**src/blt_pkg.sv**
```systemverilog
// ----------------------------------------------------------------------------
// Blitter package
// Shared constants, codes and types of the clipped block blitter.
// ----------------------------------------------------------------------------
package blt_pkg;

   localparam int FRAME_BYTES_DEF = 65536;
   localparam int MAX_SIDE_DEF    = 1024;
   localparam int ADDR_MAX_W      = 20;
   localparam int QUEUE_DEPTH     = 4;
   localparam int QUEUE_PTR_W     = 2;
   localparam int CSR_ADDR_W      = 5;

   localparam logic [1:0] OP_START = 2'd0;
   localparam logic [1:0] OP_PIXEL = 2'd1;
   localparam logic [1:0] OP_TICK  = 2'd2;
   localparam logic [1:0] OP_TABLE = 2'd3;

   localparam logic [2:0] MODE_GET      = 3'd0;
   localparam logic [2:0] MODE_PUT      = 3'd1;
   localparam logic [2:0] MODE_MASKED   = 3'd2;
   localparam logic [2:0] MODE_SHADOW   = 3'd3;
   localparam logic [2:0] MODE_RECOLOUR = 3'd4;
   localparam logic [2:0] MODE_BOX      = 3'd5;

   localparam logic [2:0] REG_CLIP_LEFT = 3'd0;
   localparam logic [2:0] REG_CLIP_TOP  = 3'd1;
   localparam logic [2:0] REG_CLIP_COLS = 3'd2;
   localparam logic [2:0] REG_CLIP_ROWS = 3'd3;
   localparam logic [2:0] REG_ORIGIN_X  = 3'd4;
   localparam logic [2:0] REG_ORIGIN_Y  = 3'd5;
   localparam logic [2:0] REG_PITCH     = 3'd6;
   localparam logic [2:0] REG_SHADOW    = 3'd7;

   typedef enum logic [2:0] {
      CMD_REPORT,
      CMD_WRITE,
      CMD_TLOAD,
      CMD_RECOLOUR,
      CMD_GET
   } blt_cmd_type;

   typedef enum logic [1:0] {
      BK_IDLE,
      BK_RC_TBL,
      BK_RC_WR,
      BK_GET_OUT
   } blt_back_state_type;

   typedef struct packed {
      logic [9:0]  clip_left;
      logic [9:0]  clip_top;
      logic [10:0] clip_cols;
      logic [10:0] clip_rows;
      logic [10:0] origin_x;
      logic [10:0] origin_y;
      logic [10:0] row_pitch;
      logic [7:0]  shadow_colour;
   } blt_cfg_type;

   typedef struct packed {
      blt_cmd_type            kind;
      logic [ADDR_MAX_W-1:0]  addr;
      logic [7:0]             data;
      logic [19:0]            idx;
      logic                   last;
      logic [15:0]            rect_x;
      logic [15:0]            rect_y;
      logic [10:0]            rect_cols;
      logic [10:0]            rect_rows;
      logic                   rect_empty;
   } blt_entry_type;

endpackage

```
**src/blt_queue.sv**
```systemverilog
// ----------------------------------------------------------------------------
// Blitter command queue
// Short first-in first-out queue between the front end and the back end.
// ----------------------------------------------------------------------------
module blt_queue (
   input  logic                   clock,
   input  logic                   reset,
   input  logic                   push,
   input  blt_pkg::blt_entry_type push_entry,
   output logic                   full,
   input  logic                   pop,
   output logic                   head_valid,
   output blt_pkg::blt_entry_type head
);

   blt_pkg::blt_entry_type slot_ff [blt_pkg::QUEUE_DEPTH];
   logic [blt_pkg::QUEUE_PTR_W-1:0] wr_ff, wr_in, rd_ff, rd_in;
   logic [blt_pkg::QUEUE_PTR_W:0]   cnt_ff, cnt_in;
   logic do_push, do_pop;

   assign full       = (cnt_ff == (blt_pkg::QUEUE_PTR_W+1)'(blt_pkg::QUEUE_DEPTH));
   assign head_valid = (cnt_ff != '0);
   assign head       = slot_ff[rd_ff];
   assign do_push    = push && !full;
   assign do_pop     = pop && head_valid;

   always_comb begin
      wr_in  = do_push ? wr_ff + 1'b1 : wr_ff;
      rd_in  = do_pop ? rd_ff + 1'b1 : rd_ff;
      cnt_in = cnt_ff + {{blt_pkg::QUEUE_PTR_W{1'b0}}, do_push}
                      - {{blt_pkg::QUEUE_PTR_W{1'b0}}, do_pop};
   end

   always_ff @(posedge clock) begin
      if (do_push) begin
         slot_ff[wr_ff] <= push_entry;
      end
   end

   always_ff @(posedge clock) begin
      if (reset) begin
         wr_ff  <= '0;
         rd_ff  <= '0;
         cnt_ff <= '0;
      end else begin
         wr_ff  <= wr_in;
         rd_ff  <= rd_in;
         cnt_ff <= cnt_in;
      end
   end

endmodule

```
**config.mk**
```make
export PLATFORM = sky130hd
export DESIGN_NAME = blt_queue
export DESIGN_NICKNAME = d
export VERILOG_FILES = /design/src/blt_pkg.sv /design/src/blt_queue.sv
export SDC_FILE = /design/constraint.sdc
export NUM_CORES = 1
export LEC_CHECK = 0
export BUFFER_PORTS_ARGS = -buffer_cell sky130_fd_sc_hd__buf_2
export CORE_MARGIN = 2
export CORE_UTILIZATION = 57
export CTS_BUF_LIST = sky130_fd_sc_hd__clkbuf_8 sky130_fd_sc_hd__clkbuf_16
export DETAILED_ROUTE_END_ITERATION = 16
export GPL_TIMING_DRIVEN = 0
export PLACE_DENSITY = 0.79
export REMOVE_ABC_BUFFERS = 1
export SYNTH_ARGS = -nofsm -noshare
export SYNTH_HDL_FRONTEND = slang
export SYNTH_SLANG_ARGS = --single-unit
```
**constraint.sdc**
```tcl
create_clock -name clock -period 4.85 [get_ports clock]
set_input_delay 0.97 -clock clock [delete_from_list [all_inputs] [get_ports clock]]
set_output_delay 0.97 -clock clock [all_outputs]
set_load 0.01 [all_outputs]
```
After elaboration in Yosys (flattened, before gate mapping) --
Memory sizes are Yosys's and may differ from the RTL's. A register that Yosys moved wholly into a read port is not among the register bits. Cells that the tools add are included.
Storage, ports and cells: memory bits (writable) 428, register bits 7, output and inout bits 109, word-level logic and storage cells 17, memories 1
Memories:
- slot_ff | depth 4, bits a word 107, rd ports 1, clocked after memory_dff 1, wr ports 1, line blt_queue.sv:16 | blt_pkg::blt_entry_type slot_ff [blt_pkg::QUEUE_DEPTH];
Operators by class: add/sub/neg operators 4, mux-type cells 4, reductions and logical operators 4, eq/ne operators 1
Operators with widths (number):
- $add 2x1->2 const B | 2
- $mux 2 | 2
- $add 3x1->3 | 1
- $eq 3x3->1 const B | 1
- $reduce_bool 3->1 | 1
- $sub 3x1->3 | 1
- $logic_and 1x1->1 | 2
- $mux 1 | 2
- $logic_not 1->1 | 1

Longest topological paths before layout --
Gate-level depths: netlist of the first run.
word-level depth 5, mapped depth 11, mapped depth without buffers 11

Worst setup path after synthesis of the first run --
Ideal clock, no wire load.
path kind input to register, start input port push, end memory slot_ff[0][0] (netlist name) (enable), setup time 478 ps, setup slack 604 ps, arrival time 3768 ps, cell stages on the path 3, required time 4372 ps, cells stage by stage inv_1 nor2_1 and2_1
Between the ends: cells in the longest elaborated chain, start to end 3
Ends and longest elaborated chain:
- start: declaration | line blt_queue.sv:8 | input logic push,
- $logic_and 1x1->1 | line blt_queue.sv:24 | assign do_push = push && !full;
- $mux 1 | line blt_queue.sv:35 | if (do_push) begin
- $mux 1 (implied by the code) | line blt_queue.sv:36 | slot_ff[wr_ff] <= push_entry;
- end: declaration | line blt_queue.sv:16
Every way passes these cells.

==> impl_metrics.toml, run 1 <==
[status]
status = "finished clean"

[timing]
worst_slew_margin_rel = 0.434
finalWorstPathRequiredPeriod_ns = 3.69
final-max-slew-violation-count = 0
final.setup_skew_ns = 0.0129
hold_viol = 0
timing_worst_slew_pin_value_ns = 0.849
max_freq_mhz = 271
worst_hold_slack_ns = 0.529
tns_ns = 0
setup_slack_ns = 1.16
setup_viol = 0
grt_setup_unrepaired = "false"
fin_crit_sh = 0.762

[clock_tree]
worstSkewPairLatency_ns = 0.52
cts_htree_levels = 2
cts-root-to-sink-buffers = 3
clock_root_buffer_master = "sky130_fd_sc_hd__clkbuf_16"
clk_pin_slew_worst_paths_ns = 0.06
clock-sinks = 437
post-cts-setup-buffer-count = 0
cts_hold_buf = 0
cts_buffers = 43
cts_resized = 0
tritoncts = "built"

[placed_design]
dp_cells = 1190
dpl-instance-area_um2 = 17600
detailedPlacementHpwl_um = 16300
gpl.final_weighted_congestion = 0.677
dp_worst_setup_slack_ns = 1.61
portBuffers = 219

[setup_path]
critical_path.slowest_cell = "sky130_fd_sc_hd__dfxtp_4"
cp.arrival_ns = 2.72
crit_path_max_fanout = 41
max_stage_delay_ns = 0.73
path_cells = "buf_16, buf_16, mux4_2, buf_2"
cp.buffers_inverters = 3
worstSetupPathType = "register to output pin"
setup.worst_path.end_class = "output pin"
setup.worst_path.start_class = "register"
most_common_cell_type_on_the_critical_path = "sky130_fd_sc_hd__buf_16"
cp_data_required_time_ns = 3.88
crit_family = "buffers and inverters"

[power_and_ir_drop]
power.switching_mw = 2.55
fin_total_pwr_mw = 10.0
seq_power_share = 0.475
powerDensity_nw_per_um2 = 530
power.static_leakage_nw = 6.37
internal_power_mw = 7.49
clockPowerShare = 0.311
fraction_of_power_spent_switching_nets = 0.254
vdd.ir_drop.worst_mv = 0.340
p_comb_frac = 0.214

[drt]
wire_per_inst_um = 21.7
drtIter0Drc = 508
routed_wirelength_um = 27600
route.met2.wl_um = 13600
via_count = 7095
drt_antenna_net_count = 0
wirelength_met1_um = 11200
routed-wl-met3_um = 2190
detailedRoute.firstPassIterationCount = 5
post-route-drc-count = 0
highest_metal_used = "met5"
ratio_of_routed_vias_to_standard_cells = 5.59

[layout]
stdcell_count = 1270
drive_above_1_share = 0.451
postLayoutCellArea_um2 = 18900
final_net_count = 975
layout.cells.most_common_list = "sky130_fd_sc_hd__edfxtp_1 (428), sky130_fd_sc_hd__buf_2 (219), sky130_fd_sc_hd__mux4_2 (107), sky130_fd_sc_hd__clkbuf_16 (45), sky130_fd_sc_hd__inv_1 (15)"
synthToLayoutAreaGrowth_pct = 19.2
final_util = 0.685
mostFrequentLayoutCell = "sky130_fd_sc_hd__edfxtp_1"

[yosys]
netlist_area_um2 = 15900
seq_area_frac_synth = 0.821
ys.warnings.count = 0
netlist-cell-type-count = 24
postSynth.topFlopCell = "sky130_fd_sc_hd__edfxtp_1"
yosys_register_bits = 437
avgSynthCellArea_um2 = 26.1
synth_enable_flop_cells = 428
postSynth.asyncResetShare = 0
synthesis.instances = 608

[grt]
antenna_found_initial = 4
vias_in_the_first_global_route = 7443
grt_usage = 0.190
globalRouteOverflowTotal = 0
grt_first_pass_wirelength_um = 41900
largest_net_degree_at_the_start_of_global_routing = 58

[floorplan]
boundaryPins = 220
placement_rows = 61
design.die.area_um2 = 29200
fp.dieW_um = 171
core_area_um2 = 27600
chipHeight_um = 171
starting_density_of_the_core = 0.575

[hold_path]
timing.hold.worst.class = "register to register"

[flow_run]
cap_viol_max_count = 0
[cell type report]
class	count	area, um^2
Multi-Input combinational cell	140	2680
Fill cell	1748	8690
Sequential cell	437	13000
Antenna cell	3	7.51
Clock inverter	32	229
Tap cell	378	473
Inverter	6	22.5
Timing Repair Buffer	229	1360
Clock buffer	45	1130
[routing by layer]
layer	up-vias	global-route usage
met2	261	0.308
li1	3132	-
met3	47	0.0539
met5	-	0
met1	3653	0.259
met4	2	0.0501
[state kept, by name, indices dropped and copies added (netlist names), named ones only]
register  cells
cnt_ff        3
slot_ff     428
wr_ff         2
rd_ff         2
[cells in the mapped netlist, types with 2 or more instances]
cell type,number,share of area
sky130_fd_sc_hd__edfxtp_1,428,0.81
sky130_fd_sc_hd__mux4_2,107,0.15
sky130_fd_sc_hd__buf_2,12,0.0038
sky130_fd_sc_hd__dfxtp_1,9,0.011
sky130_fd_sc_hd__clkbuf_1,8,0.0019
sky130_fd_sc_hd__ha_1,6,0.0047
sky130_fd_sc_hd__inv_1,6,0.0014
sky130_fd_sc_hd__nor2_1,6,0.0014
sky130_fd_sc_hd__and2_1,5,0.0020
sky130_fd_sc_hd__buf_8,4,0.0038
sky130_fd_sc_hd__nand2b_1,2,0.00079
sky130_fd_sc_hd__or3_1,2,0.00079
sky130_fd_sc_hd__xor2_1,2,0.0011
[worst register-to-register path, cell delays in order (launching register included)]
cell and delay (ns):
sky130_fd_sc_hd__dfxtp_1 0.45, sky130_fd_sc_hd__nor3b_1 0.12, sky130_fd_sc_hd__nor2_1 0.34, sky130_fd_sc_hd__and2_4 0.77
sky130_fd_sc_hd__buf_16 0.36
[cells by family (layout without fill, tap and decap cells)]
kind of cell             count (synthesis)  count (layout)  synth area share
AND/OR/NAND/NOR                         18              18           0.00614
buffers and inverters                   31             312            0.0116
other                                    0               3                 0
AO/OA/AOI/OAI                            4               4           0.00173
adder cells (fa/ha/maj)                  7               7           0.00599
XOR/XNOR                                 3               3           0.00165
flip-flops                             437             437             0.821
multiplexers                           108             108             0.152
[power groups by stage]
stage / Combinational [mW] / Clock [mW] / Sequential [mW]
after floorplan: 1.30 / 0 / 4.96
after global placement: 2.10 / 0 / 5.12
after detailed placement: 2.19 / 0 / 4.85
after CTS: 2.20 / 3.19 / 4.78
after global routing: 2.34 / 3.32 / 4.81
final: 2.15 / 3.12 / 4.77
[worst paths after layout]
| check | from | endpoint | slack, ns | depth (start not counted) |
|---|---|---|---|---|
| setup / recovery | register | head[97] | 1.16 | 4 |
| hold / removal | rd_ff[1] | rd_ff[1] | 0.53 | 2 |
| setup reg to reg | cnt_ff[1] | slot_ff[2][68] | 2.38 | 4 |
| hold reg to reg | rd_ff[1] | rd_ff[1] | 0.53 | 2 |
Note: power is estimated with default switching activity, not from simulation.
==> run 2: changes to the inputs <==
--- a/config.mk
+++ b/config.mk
@@ -7,11 +7,11 @@
 export LEC_CHECK = 0
 export BUFFER_PORTS_ARGS = -buffer_cell sky130_fd_sc_hd__buf_2
 export CORE_MARGIN = 2
-export CORE_UTILIZATION = 57
+export CORE_UTILIZATION = 51
 export CTS_BUF_LIST = sky130_fd_sc_hd__clkbuf_8 sky130_fd_sc_hd__clkbuf_16
 export DETAILED_ROUTE_END_ITERATION = 16
 export GPL_TIMING_DRIVEN = 0
-export PLACE_DENSITY = 0.79
+export PLACE_DENSITY = 0.75
 export REMOVE_ABC_BUFFERS = 1
 export SYNTH_ARGS = -nofsm -noshare
 export SYNTH_HDL_FRONTEND = slang
==> constraint.sdc (replaced) <==
create_clock -name clock -period 3.1 [get_ports clock]
set_input_delay 0.62 -clock clock [delete_from_list [all_inputs] [get_ports clock]]
set_output_delay 0.62 -clock clock [all_outputs]
set_load 0.01 [all_outputs]
==> run 2 against run 1 <==
Effect of this change:
- worst hold slack worse by 0.22 ns
- clock-buffer cell count unchanged
- non-clock buffer count is 4 higher
- final area up 0.28%
- wire length grew 4.2%
- sequential share of layout area is 0.20 points lower
==> impl_metrics.toml, run 2 (synthesis results as in run 1) <==
[setup_path]
rr_worst_depth = 11
ff2ff_setup_slack_ns = 0.65
critical_path.reg2reg.endpoint = "cnt_ff[2]"
timing.critical_path.depth = 4
setup.worst_path.end_class = "output pin"
cp.arrival_ns = 2.20
critical_path.slowest_cell = "sky130_fd_sc_hd__mux4_2"
cp.buffers_inverters = 3
max_stage_delay_ns = 0.57
crit_path_max_fanout = 39
worstSetupPathType = "register to output pin"
most_common_cell_type_on_the_critical_path = "sky130_fd_sc_hd__buf_16"
timing.rr.start = "cnt_ff[1]"
crit_family = "buffers and inverters"
cp_data_required_time_ns = 2.48
setup.worst_path.start_class = "register"
path_cells = "buf_16, buf_16, mux4_2, buf_2"

[drt]
wirelength_met1_um = 11500
via_count = 7091
route.met2.wl_um = 14500
highest_metal_used = "met5"
routed_wirelength_um = 28800
post-route-drc-count = 0
drt_antenna_net_count = 0
detailedRoute.firstPassIterationCount = 4
routed-wl-met3_um = 2120
drtIter0Drc = 459
wire_per_inst_um = 22.2
ratio_of_routed_vias_to_standard_cells = 5.48

[placed_design]
gpl.final_weighted_congestion = 0.702
detailedPlacementHpwl_um = 17000
portBuffers = 219
dp_cells = 1211

[power_and_ir_drop]
power.static_leakage_nw = 6.39
fraction_of_power_spent_switching_nets = 0.256
internal_power_mw = 11.7
p_comb_frac = 0.226
clockPowerShare = 0.305
seq_power_share = 0.469
powerDensity_nw_per_um2 = 826
fin_total_pwr_mw = 15.7
vdd.ir_drop.worst_mv = 0.541
power.switching_mw = 4.02

[flow_run]
cap_viol_max_count = 0

[floorplan]
core_area_um2 = 30600
boundaryPins = 220
starting_density_of_the_core = 0.519
chipHeight_um = 180
fp.dieW_um = 180
placement_rows = 64
design.die.area_um2 = 32600

[clock_tree]
worstSkewPairLatency_ns = 0.52
clk_pin_slew_worst_paths_ns = 0.06
cts_htree_levels = 2
cts_buffers = 43
tritoncts = "built"
clock_root_buffer_master = "sky130_fd_sc_hd__clkbuf_16"
clock-sinks = 437
cts_hold_buf = 0
cts-root-to-sink-buffers = 3
cts_resized = 0

[timing]
fin_crit_sh = 0.908
final-max-slew-violation-count = 0
worst_slew_margin_rel = 0.642
hold_viol = 0
setup_viol = 0
max_freq_mhz = 355
timing_worst_slew_pin_value_ns = 0.537
finalWorstPathRequiredPeriod_ns = 2.82
worst_hold_slack_ns = 0.311
grt_setup_unrepaired = "false"
final.setup_skew_ns = 0.00783

[layout]
drive_above_1_share = 0.447
stdcell_count = 1293
regMostFlops = "slot_ff"
max_ffs_per_register = 428
mostFrequentLayoutCell = "sky130_fd_sc_hd__edfxtp_1"
final_net_count = 979
layout.cells.most_common_list = "sky130_fd_sc_hd__edfxtp_1 (428), sky130_fd_sc_hd__buf_2 (219), sky130_fd_sc_hd__mux4_2 (107), sky130_fd_sc_hd__clkbuf_16 (45), sky130_fd_sc_hd__clkinv_1 (16)"
reg.largest.list = "slot_ff x428, cnt_ff x3"
synthToLayoutAreaGrowth_pct = 19.6

[hold_path]
timing.hold.worst.class = "input pin to register"
worst_hold_path.endpoint = "slot_ff[3][42]"
hold_start = "push_entry[42]"
cell_count_of_the_worst_hold_path = 1

[grt]
vias_in_the_first_global_route = 7643
antenna_found_initial = 5
grt_usage = 0.177
globalRouteOverflowTotal = 0
grt_first_pass_wirelength_um = 44300
largest_net_degree_at_the_start_of_global_routing = 51

[status]
status = "finished clean"
## run 2: changes by cell type in the layout (fill, tap and decap cells not counted)
| cell | before | now |
|---|---|---|
| sky130_fd_sc_hd__buf_4 | 0 | 1 |
| sky130_fd_sc_hd__buf_12 | 1 | 4 |
| sky130_fd_sc_hd__clkinvlp_4 | 2 | 1 |
| sky130_fd_sc_hd__clkinv_2 | 6 | 5 |
| sky130_fd_sc_hd__clkinv_4 | 2 | 0 |
| sky130_fd_sc_hd__bufinv_16 | 3 | 2 |
| sky130_fd_sc_hd__clkinv_1 | 9 | 16 |
| sky130_fd_sc_hd__diode_2 | 3 | 2 |
## run 2: power by group through the flow
| stage | registers [mW] | clock network, mW | logic (mW) |
|---|---|---|---|
| global route | 7.40 | 5.15 | 3.84 |
| CTS | 7.36 | 4.91 | 3.65 |
| global placement | 7.88 | 0 | 2.77 |
| detailed placement | 7.54 | 0 | 3.56 |
| finish | 7.35 | 4.78 | 3.55 |
| floorplan | 7.75 | 0 | 1.98 |
## run 2: through the flow
step                      worst slack, ns   util  setup TNS (ns)  area (um^2)
after floorplan                     -2.66      -         -624.68        15700
after global placement              -4.82  0.566        -1739.77        17300
after detailed placement            0.458  0.577               0        17700
after CTS                           0.206  0.621               0        19000
after global routing                0.137  0.621               0        19000
final                               0.284  0.621               0        19000
## run 2: repair_timing
action	CTS	global route
endpoints found under the hold margin	0	0
buffers inserted	1	0
endpoints found under the setup margin	64	0
## run 2: layout make-up
cell class	count	area [um^2]
flip-flops and latches	437	13000
inverters	6	22.5
well taps	396	495
clock buffers	45	1130
multi-input cells	140	2680
diodes	2	5.00
clock inverters	34	195
repair buffers	233	1430
fillers	2068	11600
## run 2: worst max path at each step
| stage | from | to | slack, ns |
|---|---|---|---|
| after global routing | register | head[26] | 0.14 |
| after CTS | register | head[104] | 0.21 |
| after floorplan | register | head[0] | -2.66 |
| after global placement | register | head[104] | -4.82 |
| after detailed placement | register | head[70] | 0.46 |
| final | register | head[97] | 0.28 |
## run 2: layer usage
metal | GRT usage | vias up
li1 | - | 3130
met1 | 0.229 | 3691
met2 | 0.295 | 215
met3 | 0.0544 | 49
met4 | 0.0500 | 6
met5 | 0 | -
## run 2: worst register-to-register path, cell delays in order, from the launching register on
cell and delay [ns]:
sky130_fd_sc_hd__dfxtp_1 0.44, sky130_fd_sc_hd__nor3b_1 0.13, sky130_fd_sc_hd__nor2_1 0.36, sky130_fd_sc_hd__inv_1 0.09, sky130_fd_sc_hd__ha_1 0.30, sky130_fd_sc_hd__inv_1 0.06, sky130_fd_sc_hd__ha_1 0.13, sky130_fd_sc_hd__inv_1 0.05
sky130_fd_sc_hd__fa_1 0.40, sky130_fd_sc_hd__xor2_1 0.16, sky130_fd_sc_hd__and2_1 0.16, sky130_fd_sc_hd__nor3_1 0.11
