**src/blt_pkg.sv**
```systemverilog
// ----------------------------------------------------------------------------
// Blitter package
// Shared constants, codes and types of the clipped block blitter.
// ----------------------------------------------------------------------------
package blt_pkg;

   localparam int FRAME_BYTES_DEF = 65536;
   localparam int MAX_SIDE_DEF    = 1024;
   localparam int ADDR_MAX_W      = 20;
   localparam int QUEUE_DEPTH     = 4;
   localparam int QUEUE_PTR_W     = 2;
   localparam int CSR_ADDR_W      = 5;

   localparam logic [1:0] OP_START = 2'd0;
   localparam logic [1:0] OP_PIXEL = 2'd1;
   localparam logic [1:0] OP_TICK  = 2'd2;
   localparam logic [1:0] OP_TABLE = 2'd3;

   localparam logic [2:0] MODE_GET      = 3'd0;
   localparam logic [2:0] MODE_PUT      = 3'd1;
   localparam logic [2:0] MODE_MASKED   = 3'd2;
   localparam logic [2:0] MODE_SHADOW   = 3'd3;
   localparam logic [2:0] MODE_RECOLOUR = 3'd4;
   localparam logic [2:0] MODE_BOX      = 3'd5;

   localparam logic [2:0] REG_CLIP_LEFT = 3'd0;
   localparam logic [2:0] REG_CLIP_TOP  = 3'd1;
   localparam logic [2:0] REG_CLIP_COLS = 3'd2;
   localparam logic [2:0] REG_CLIP_ROWS = 3'd3;
   localparam logic [2:0] REG_ORIGIN_X  = 3'd4;
   localparam logic [2:0] REG_ORIGIN_Y  = 3'd5;
   localparam logic [2:0] REG_PITCH     = 3'd6;
   localparam logic [2:0] REG_SHADOW    = 3'd7;

   typedef enum logic [2:0] {
      CMD_REPORT,
      CMD_WRITE,
      CMD_TLOAD,
      CMD_RECOLOUR,
      CMD_GET
   } blt_cmd_type;

   typedef enum logic [1:0] {
      BK_IDLE,
      BK_RC_TBL,
      BK_RC_WR,
      BK_GET_OUT
   } blt_back_state_type;

   typedef struct packed {
      logic [9:0]  clip_left;
      logic [9:0]  clip_top;
      logic [10:0] clip_cols;
      logic [10:0] clip_rows;
      logic [10:0] origin_x;
      logic [10:0] origin_y;
      logic [10:0] row_pitch;
      logic [7:0]  shadow_colour;
   } blt_cfg_type;

   typedef struct packed {
      blt_cmd_type            kind;
      logic [ADDR_MAX_W-1:0]  addr;
      logic [7:0]             data;
      logic [19:0]            idx;
      logic                   last;
      logic [15:0]            rect_x;
      logic [15:0]            rect_y;
      logic [10:0]            rect_cols;
      logic [10:0]            rect_rows;
      logic                   rect_empty;
   } blt_entry_type;

endpackage

```
**src/blt_front.sv**
```systemverilog
// ----------------------------------------------------------------------------
// Blitter front end
// Accepts requests, clips blocks, walks pixel positions and issues commands.
// ----------------------------------------------------------------------------
module blt_front #(
   parameter int MAX_SIDE = blt_pkg::MAX_SIDE_DEF
) (
   input  logic                   clock,
   input  logic                   reset,
   input  blt_pkg::blt_cfg_type   cfg,
   input  logic                   req_valid,
   output logic                   req_ready,
   input  logic [1:0]             req_op,
   input  logic [80:0]            req_data,
   input  logic                   queue_full,
   output logic                   push,
   output blt_pkg::blt_entry_type push_entry
);

   logic        busy_ff, busy_in;
   logic [2:0]  mode_ff, mode_in;
   logic [10:0] bx_ff, bx_in, by_ff, by_in;
   logic [10:0] bcols_ff, bcols_in, brows_ff, brows_in;
   logic [10:0] skc_ff, skc_in, skr_ff, skr_in;
   logic [10:0] svc_ff, svc_in, svr_ff, svr_in;
   logic [10:0] col_ff, col_in, row_ff, row_in;

   logic [2:0]  mode;
   logic [15:0] pos_x, pos_y;
   logic [10:0] bc_raw, br_raw, bc, br;
   logic [7:0]  src, tidx, tval;
   logic signed [17:0] x, y, x2, y2, cx1, cy1, cx2, cy2, lx, ty, rx, rb;
   logic        empty, in_clip;
   logic [11:0] ax, ay, cnext, rnext, skr_row;
   logic [22:0] prod, iprod;
   logic [23:0] asum, isum;

   assign mode   = req_data[2:0];
   assign pos_x  = req_data[18:3];
   assign pos_y  = req_data[34:19];
   assign bc_raw = req_data[45:35];
   assign br_raw = req_data[56:46];
   assign src    = req_data[64:57];
   assign tidx   = req_data[72:65];
   assign tval   = req_data[80:73];

   assign req_ready = !queue_full;

   always_comb begin
      bc = ({21'd0, bc_raw} > 32'(MAX_SIDE)) ? 11'(MAX_SIDE) : bc_raw;
      br = ({21'd0, br_raw} > 32'(MAX_SIDE)) ? 11'(MAX_SIDE) : br_raw;
      x   = $signed({{2{pos_x[15]}}, pos_x}) + $signed({{7{cfg.origin_x[10]}}, cfg.origin_x});
      y   = $signed({{2{pos_y[15]}}, pos_y}) + $signed({{7{cfg.origin_y[10]}}, cfg.origin_y});
      x2  = x + $signed({7'd0, bc}) - 18'sd1;
      y2  = y + $signed({7'd0, br}) - 18'sd1;
      cx1 = $signed({8'd0, cfg.clip_left});
      cy1 = $signed({8'd0, cfg.clip_top});
      cx2 = cx1 + $signed({7'd0, cfg.clip_cols}) - 18'sd1;
      cy2 = cy1 + $signed({7'd0, cfg.clip_rows}) - 18'sd1;
      empty = (bc == 11'd0) || (br == 11'd0) || (x2 < cx1) || (x > cx2) ||
              (y2 < cy1) || (y > cy2);
      lx = (x < cx1) ? cx1 : x;
      ty = (y < cy1) ? cy1 : y;
      rx = (x2 > cx2) ? cx2 : x2;
      rb = (y2 > cy2) ? cy2 : y2;

      in_clip = (col_ff >= skc_ff) && ({1'b0, col_ff} < ({1'b0, skc_ff} + {1'b0, bcols_ff})) &&
                (row_ff >= skr_ff) && ({1'b0, row_ff} < ({1'b0, skr_ff} + {1'b0, brows_ff}));

      if (req_op == blt_pkg::OP_PIXEL) begin
         ax = {1'b0, bx_ff} + {1'b0, col_ff} - {1'b0, skc_ff};
         ay = {1'b0, by_ff} + {1'b0, row_ff} - {1'b0, skr_ff};
      end else begin
         ax = {1'b0, bx_ff} + {1'b0, col_ff};
         ay = {1'b0, by_ff} + {1'b0, row_ff};
      end
      prod    = ay * cfg.row_pitch;
      asum    = {1'b0, prod} + {12'd0, ax};
      skr_row = {1'b0, skr_ff} + {1'b0, row_ff};
      iprod   = skr_row * svc_ff;
      isum    = {1'b0, iprod} + {13'd0, skc_ff} + {13'd0, col_ff};
      cnext   = {1'b0, col_ff} + 12'd1;
      rnext   = {1'b0, row_ff} + 12'd1;
   end

   always_comb begin
      busy_in  = busy_ff;
      mode_in  = mode_ff;
      bx_in    = bx_ff;
      by_in    = by_ff;
      bcols_in = bcols_ff;
      brows_in = brows_ff;
      skc_in   = skc_ff;
      skr_in   = skr_ff;
      svc_in   = svc_ff;
      svr_in   = svr_ff;
      col_in   = col_ff;
      row_in   = row_ff;
      push     = 1'b0;
      push_entry      = '0;
      push_entry.kind = blt_pkg::CMD_REPORT;
      push_entry.addr = asum[blt_pkg::ADDR_MAX_W-1:0];
      if (req_valid && req_ready) begin
         unique case (req_op)
            blt_pkg::OP_START: begin
               if (mode <= blt_pkg::MODE_BOX) begin
                  push    = 1'b1;
                  mode_in = mode;
                  col_in  = 11'd0;
                  row_in  = 11'd0;
                  svc_in  = bc;
                  svr_in  = br;
                  if (empty) begin
                     busy_in  = 1'b0;
                     bx_in    = 11'd0;
                     by_in    = 11'd0;
                     bcols_in = 11'd0;
                     brows_in = 11'd0;
                     skc_in   = 11'd0;
                     skr_in   = 11'd0;
                     push_entry.rect_empty = 1'b1;
                  end else begin
                     busy_in  = 1'b1;
                     bx_in    = lx[10:0];
                     by_in    = ty[10:0];
                     bcols_in = 11'(rx - lx + 18'sd1);
                     brows_in = 11'(rb - ty + 18'sd1);
                     skc_in   = 11'(lx - x);
                     skr_in   = 11'(ty - y);
                     push_entry.rect_x    = lx[15:0];
                     push_entry.rect_y    = ty[15:0];
                     push_entry.rect_cols = 11'(rx - lx + 18'sd1);
                     push_entry.rect_rows = 11'(rb - ty + 18'sd1);
                  end
               end
            end
            blt_pkg::OP_PIXEL: begin
               if (busy_ff && mode_ff >= blt_pkg::MODE_PUT &&
                   mode_ff <= blt_pkg::MODE_RECOLOUR) begin
                  if (in_clip && (mode_ff == blt_pkg::MODE_PUT || src != 8'd0)) begin
                     push = 1'b1;
                     push_entry.data = src;
                     if (mode_ff == blt_pkg::MODE_RECOLOUR) begin
                        push_entry.kind = blt_pkg::CMD_RECOLOUR;
                     end else begin
                        push_entry.kind = blt_pkg::CMD_WRITE;
                     end
                     if (mode_ff == blt_pkg::MODE_SHADOW) begin
                        push_entry.data = cfg.shadow_colour;
                     end
                  end
                  if (cnext >= {1'b0, svc_ff}) begin
                     col_in = 11'd0;
                     row_in = rnext[10:0];
                     if (rnext >= {1'b0, svr_ff}) begin
                        busy_in = 1'b0;
                     end
                  end else begin
                     col_in = cnext[10:0];
                  end
               end
            end
            blt_pkg::OP_TICK: begin
               if (busy_ff && (mode_ff == blt_pkg::MODE_GET || mode_ff == blt_pkg::MODE_BOX)) begin
                  push = 1'b1;
                  push_entry.idx = isum[19:0];
                  if (mode_ff == blt_pkg::MODE_BOX) begin
                     push_entry.kind = blt_pkg::CMD_RECOLOUR;
                  end else begin
                     push_entry.kind = blt_pkg::CMD_GET;
                  end
                  if (cnext >= {1'b0, bcols_ff}) begin
                     col_in = 11'd0;
                     row_in = rnext[10:0];
                     push_entry.last = (rnext >= {1'b0, brows_ff});
                  end else begin
                     col_in = cnext[10:0];
                     push_entry.last = (row_ff >= brows_ff);
                  end
                  if (push_entry.last) begin
                     busy_in = 1'b0;
                  end
               end
            end
            blt_pkg::OP_TABLE: begin
               push = 1'b1;
               push_entry.kind = blt_pkg::CMD_TLOAD;
               push_entry.idx  = {12'd0, tidx};
               push_entry.data = tval;
            end
            default: push = 1'b0;
         endcase
      end
   end

   always_ff @(posedge clock) begin
      if (reset) begin
         busy_ff  <= 1'b0;
         mode_ff  <= 3'd0;
         bx_ff    <= 11'd0;
         by_ff    <= 11'd0;
         bcols_ff <= 11'd0;
         brows_ff <= 11'd0;
         skc_ff   <= 11'd0;
         skr_ff   <= 11'd0;
         svc_ff   <= 11'd0;
         svr_ff   <= 11'd0;
         col_ff   <= 11'd0;
         row_ff   <= 11'd0;
      end else begin
         busy_ff  <= busy_in;
         mode_ff  <= mode_in;
         bx_ff    <= bx_in;
         by_ff    <= by_in;
         bcols_ff <= bcols_in;
         brows_ff <= brows_in;
         skc_ff   <= skc_in;
         skr_ff   <= skr_in;
         svc_ff   <= svc_in;
         svr_ff   <= svr_in;
         col_ff   <= col_in;
         row_ff   <= row_in;
      end
   end

endmodule

```
**config.mk**
```make
export PLATFORM = sky130hd
export DESIGN_NAME = blt_front
export DESIGN_NICKNAME = d
export VERILOG_FILES = /design/src/blt_pkg.sv /design/src/blt_front.sv
export SDC_FILE = /design/constraint.sdc
export NUM_CORES = 2
export LEC_CHECK = 0
export BUFFER_PORTS_ARGS = -buffer_cell sky130_fd_sc_hd__buf_4
export CAP_MARGIN = 40
export CORE_MARGIN = 4
export CORE_UTILIZATION = 45
export DETAILED_ROUTE_END_ITERATION = 6
export GPL_TIMING_DRIVEN = 0
export PLACE_DENSITY = 0.7
export SLEW_MARGIN = 20
export SYNTH_ARGS = -nofsm -noshare
export SYNTH_HDL_FRONTEND = slang
export SYNTH_SLANG_ARGS = --single-unit
export TNS_END_PERCENT = 100
```
**constraint.sdc**
```tcl
create_clock -name clock -period 11.38 [get_ports clock]
set_clock_uncertainty 0.1 [all_clocks]
set_input_delay 0 -clock clock [delete_from_list [all_inputs] [get_ports clock]]
set_output_delay 0 -clock clock [all_outputs]
set_load 0.03 [all_outputs]
```
* Word level (Yosys, flattened, before mapping) *
Index checks and enable logic that the tools add are counted.

word-level totals
  flip-flop bits (word level) = 114
  bits of input ports = 170
  output and inout bits = 109
  word-level logic and storage cells = 166

cells by class
  add/subtract/negate cells = 28
  multipliers = 2
  $lt $le $gt $ge = 22
  eq/ne operators = 14
  muxes and demuxes = 62
  reductions and logical operators = 26

operators with widths
  cell                                                                  count
  11-bit two-way mux                                                    19
  55-bit two-way mux                                                    2
  84-bit two-way mux                                                    1
  11-bit case mux with 3 select lines                                   2
  11-bit by 11-bit adder with 12-bit output                             5
  54-bit two-way mux                                                    1
  12-bit by 11-bit greater-or-equal comparator with 1-bit output        4
  11-bit subtractor                                                     4
  20-bit by 11-bit adder with 20-bit output                             2
  12-bit by 11-bit multiplier with 20-bit output                        2
  20-bit case mux with 2 select lines                                   1
  17-bit by 12-bit adder with 18-bit output                             2
  18-bit by 13-bit greater-than comparator with 1-bit output            2
  18-bit by 11-bit < comparator with 1-bit output                       2
  18-bit by 2-bit subtractor with 18-bit output, second input constant  2
  16-bit by 11-bit adder with 17-bit output                             2
  17-bit by 13-bit greater-than comparator with 1-bit output            2
  17-bit by 11-bit < comparator with 1-bit output                       2
  11-bit greater-or-equal comparator                                    3
  16-bit two-way mux                                                    2
  12-bit by 1-bit subtractor with 13-bit output, second input constant  2
  10-bit by 11-bit adder with 12-bit output                             2
  11-bit by 1-bit adder with 12-bit output, second input constant       2
  11-bit by 12-bit < comparator with 1-bit output                       2
  35 further kinds                                                      84

* Logic depth before layout (Yosys ltp) *
  depth after elaboration = 13
  mapped depth = 46
  depth with buffers taken out = 44

* Worst setup path before layout *
Ideal clock, no wire load.

  kind = input -> output
  from = input port cfg[19] (netlist bit)
  to = output port push_entry[11] (netlist bit)
  arrival time = 7.819 ns
  data required time = 11.280 ns
  slack = 3.461 ns
  stages = 41
  buffers on the path = 1
  cells stage by stage = ha_1 -> inv_1 -> fa_1 -> nor2b_1 -> o31a_1 -> o21ai_0 -> nand2b_1 -> a21o_1 -> a21oi_1 -> xnor2_1 -> inv_1 -> ha_1 -> inv_1 -> ha_1 -> o21ai_0 -> o21bai_1 -> o31ai_1 -> o21ai_0 -> [... 5 more ...] -> o311a_1 -> nand2_1 -> buf_2 -> o21ai_0 -> ha_1 -> ha_1 -> a21o_1 -> a21oi_1 -> o21ai_0 -> o41ai_1 -> nor2b_1 -> o21ai_0 -> nand2b_1 -> xnor2_1 -> a21boi_2 -> o211ai_1 -> mux2_2 -> nand2_1

RTL lines
  what             RTL line         source
  start, declared  blt_front.sv:10  input blt_pkg::blt_cfg_type cfg,
  end, declared    blt_front.sv:17  output blt_pkg::blt_entry_type push_entry

==> impl_metrics.env <==
export IMPL_outcome="complete, no violations"
export IMPL_grt_usage_pct=24.1
export IMPL_h_tree_depth=4
export IMPL_fillers=6077
export IMPL_cts_buffers=17
export IMPL_synth_cells=3640
export IMPL_clock_sinks=114
export IMPL_fin_nets=4910
export IMPL_crit_required_ns=11.28
export IMPL_drive_gt1_share_pct=10.3
export IMPL_endpoint="push_entry[11]"
export IMPL_slowest_delay_ns=0.61
export IMPL_cts_buffer_depth=2
export IMPL_synth_edff_count=0
export IMPL_syn_to_final_growth_pct=13.8
export IMPL_rsz0062_at_grt="no"
export IMPL_grt_pass1_vias=25186
export IMPL_arrival_ns=9.65
export IMPL_slew_violations=0
export IMPL_synthDistinctLibCells=90
export IMPL_leakagePower_nw=16.2
export IMPL_avgRoutedWirePerCell_microns=17.5
export IMPL_syn_nets=4588
export IMPL_routed_wl_mm=84.3
export IMPL_reg2reg_depth=15
export IMPL_fin_hold_ws_ns=0.0165
export IMPL_clkLatencyLatePin_ns=0.43
export IMPL_ys_top_cells_by_area="ha_1 24%, fa_1 16%, dfxtp_1 7.9%"
export IMPL_ir_drop_mv=0.120
export IMPL_fin_crit_sh_pct=85.7
export IMPL_port_buffers=275
export IMPL_globalplace_congestion=0.927
export IMPL_fp_dieH_microns=261
export IMPL_grt_first_pass_wirelength_mm=132
export IMPL_grt_overflow_total=0
export IMPL_min_delay_path_depth=4
export IMPL_hold_viol=0
export IMPL_synth_top_area_share_pct=24.0
export IMPL_antenna_found_initial=2
export IMPL_avgSynthCellArea_sq_um=7.92
export IMPL_cts_resized_gates=0
export IMPL_yosysMostFrequentCell="inv_1"
export IMPL_dr_pass1_iters=5
export IMPL_cp_common_cell="o21ai_0"
export IMPL_critPathSlowestCell="o21ai_0"
export IMPL_ys_seq_area_share_pct=7.92
export IMPL_cts_tree="built"
export IMPL_synth_common_cells="570 x inv_1, 553 x ha_1, 327 x nand2_1, 271 x a21oi_1, 261 x nor2_1"
export IMPL_core_rowCount=92
export IMPL_min_period_ns=9.75
export IMPL_reg2reg_from="col_ff[0]"
export IMPL_crit_path_start="cfg[19]"
export IMPL_async_flop_share_pct=0
export IMPL_fmax_ghz=0.103
export IMPL_maxSlewHeadroom_pct=35.3
export IMPL_synth_area_leader_cell="ha_1"
export IMPL_die_width_microns=261
export IMPL_yosys_most_used_dff="dfxtp_1"
export IMPL_drtAntennaViolNets=0
export IMPL_finalSetupViolations=0
export IMPL_cts_setup_buffers=0
export IMPL_hold_path_class="primary input to register"
export IMPL_pwr_density_cell_mw_per_mm2=105
export IMPL_worst_path_max_fanout=10
export IMPL_root_buffer="clkbuf_16"
export IMPL_core_area_sq_mm=0.0632
export IMPL_r2r_end="row_ff[9]"
export IMPL_grt_max_degree=17
export IMPL_ys_ff_latch=114
export IMPL_vias=26086
export IMPL_path_class="primary input to output port"
export IMPL_setup_tns_ns=0
export IMPL_cts_hold_buffers_added=22
export IMPL_cts_clk_slew_worst_paths_ns=0.06
export IMPL_rrSetupSlack_ns=6.93
export IMPL_routed_via_density=5.41
export IMPL_start_util_pct=45.6
export IMPL_ios=279
export IMPL_dp_hpwl_mm=73.2
export IMPL_die_area_sq_mm=0.0682
export IMPL_worst_slew_pin_slew_ns=0.970
export IMPL_drt_iter0_drc=1608
export IMPL_start_kind="primary input"
export IMPL_drv_cap=0
export IMPL_endpoint_kind="output port"
export IMPL_route_detailed_drc=0
export IMPL_synth_area_sq_mm=0.0288
export IMPL_yosysWarnings=0
-- where the power goes --
group | internal, W | total [W] | switching, W
Clock | 0.000330 | 0.000540 | 0.000210
Combinational | 0.00109 | 0.00251 | 0.00142
Sequential | 0.000402 | 0.000406 | 0.00000376
Total | 0.00182 | 0.00346 | 0.00164
-- stage by stage --
stage	utilization, %	cell area, sq um	std cells	total power [W]	worst slack (ns)
final	51.9	32800	4822	0.00346	1.63
after global routing	51.9	32800	4821	0.00379	0.765
after CTS	51.9	32800	4819	0.00344	1.68
after detailed placement	50.6	32000	4765	0.00288	1.72
after global placement	50.6	32000	4761	0.00283	1.77
after floorplan	-	28800	3640	0.00232	3.46
-- sequential cells by signal, indices dropped and copies added, names as in the netlist --
signal and count:
bcols_ff 11, brows_ff 11, bx_ff 11, by_ff 11, col_ff 11, row_ff 11
skc_ff 11, skr_ff 11, svc_ff 11, svr_ff 11, mode_ff 3, busy_ff 1
-- how the worst min path moves through the flow --
stage | slack [ns] | to | start
after floorplan | 0.01 | req_ready | queue_full
after global placement | 0.17 | req_ready | queue_full
after detailed placement | 0.17 | req_ready | queue_full
after CTS | 0.01 | svc_ff[9] | req_data[44]
after global routing | 0.02 | svc_ff[9] | req_data[44]
final | 0.02 | svc_ff[9] | req_data[44]
-- routing by layer --
layer | wire length, microns | GRT usage, %
met1 | 37300 | 32.3
met2 | 39500 | 41.7
met3 | 5440 | 2.94
met4 | 2050 | 5.72
met5 | 7 | 0
-- critical path: cells and delay by family --
family | cells | cell delay (ns)
AO/OA/AOI/OAI | 20 | 4.06
adder cells (fa/ha/maj) | 7 | 2.25
XOR/XNOR | 2 | 0.74
AND/OR/NAND/NOR | 9 | 1.52
buffers and inverters | 6 | 0.75
multiplexers | 1 | 0.32
-- final cells by class --
class | count | area (sq um) | area share [%]
Tap cell | 846 | 1060 | 3.23
Sequential cell | 114 | 2280 | 6.95
Inverter | 572 | 2150 | 6.55
Antenna cell | 1 | 2.50 | 0.00763
Timing Repair Buffer | 303 | 2320 | 7.06
Clock inverter | 14 | 155 | 0.473
Clock buffer | 18 | 439 | 1.34
Multi-Input combinational cell | 2843 | 23900 | 72.9
Buffer | 111 | 488 | 1.49
-- logic make-up after synthesis --
| group | Yosys count | share of synthesized area, % |
|---|---|---|
| buffers and inverters | 683 | 9.15 |
| flip-flops | 114 | 7.92 |
| multiplexers | 63 | 2.31 |
| AND/OR/NAND/NOR | 1025 | 17.0 |
| XOR/XNOR | 219 | 7.00 |
| AO/OA/AOI/OAI | 756 | 16.9 |
| adder cells (fa/ha/maj) | 780 | 39.7 |
-- layout by cell type, fill, tap and decap left out, types with 9 or more instances in the layout --
cell type | Yosys | layout
dlygate4sd3_1 | 0 | 22
a21oi_1 | 271 | 271
clkbuf_1 | 80 | 80
nor4_1 | 14 | 13
o21a_1 | 36 | 36
xnor2_1 | 145 | 145
ha_1 | 553 | 553
o2111ai_1 | 9 | 9
clkbuf_16 | 0 | 17
nand4_1 | 19 | 19
buf_4 | 7 | 283
a21boi_0 | 11 | 11
mux2_2 | 29 | 29
and2_1 | 97 | 97
o211ai_1 | 16 | 16
nor2b_1 | 41 | 41
a311oi_1 | 13 | 13
mux2i_1 | 34 | 34
buf_2 | 12 | 17
nand3_1 | 66 | 66
a21o_1 | 83 | 83
dfxtp_1 | 114 | 114
o31ai_1 | 16 | 15
or3_1 | 16 | 16
nor2_1 | 261 | 261
nor3_1 | 38 | 38
o21bai_1 | 56 | 56
nand2_1 | 327 | 327
a211oi_1 | 23 | 23
nand2b_1 | 71 | 71
a31oi_1 | 13 | 13
o21ai_0 | 110 | 110
xor2_1 | 65 | 65
inv_1 | 570 | 570
and3_1 | 26 | 26
a22oi_1 | 15 | 15
fa_1 | 225 | 225
Power figures use the tool's default switching activity.
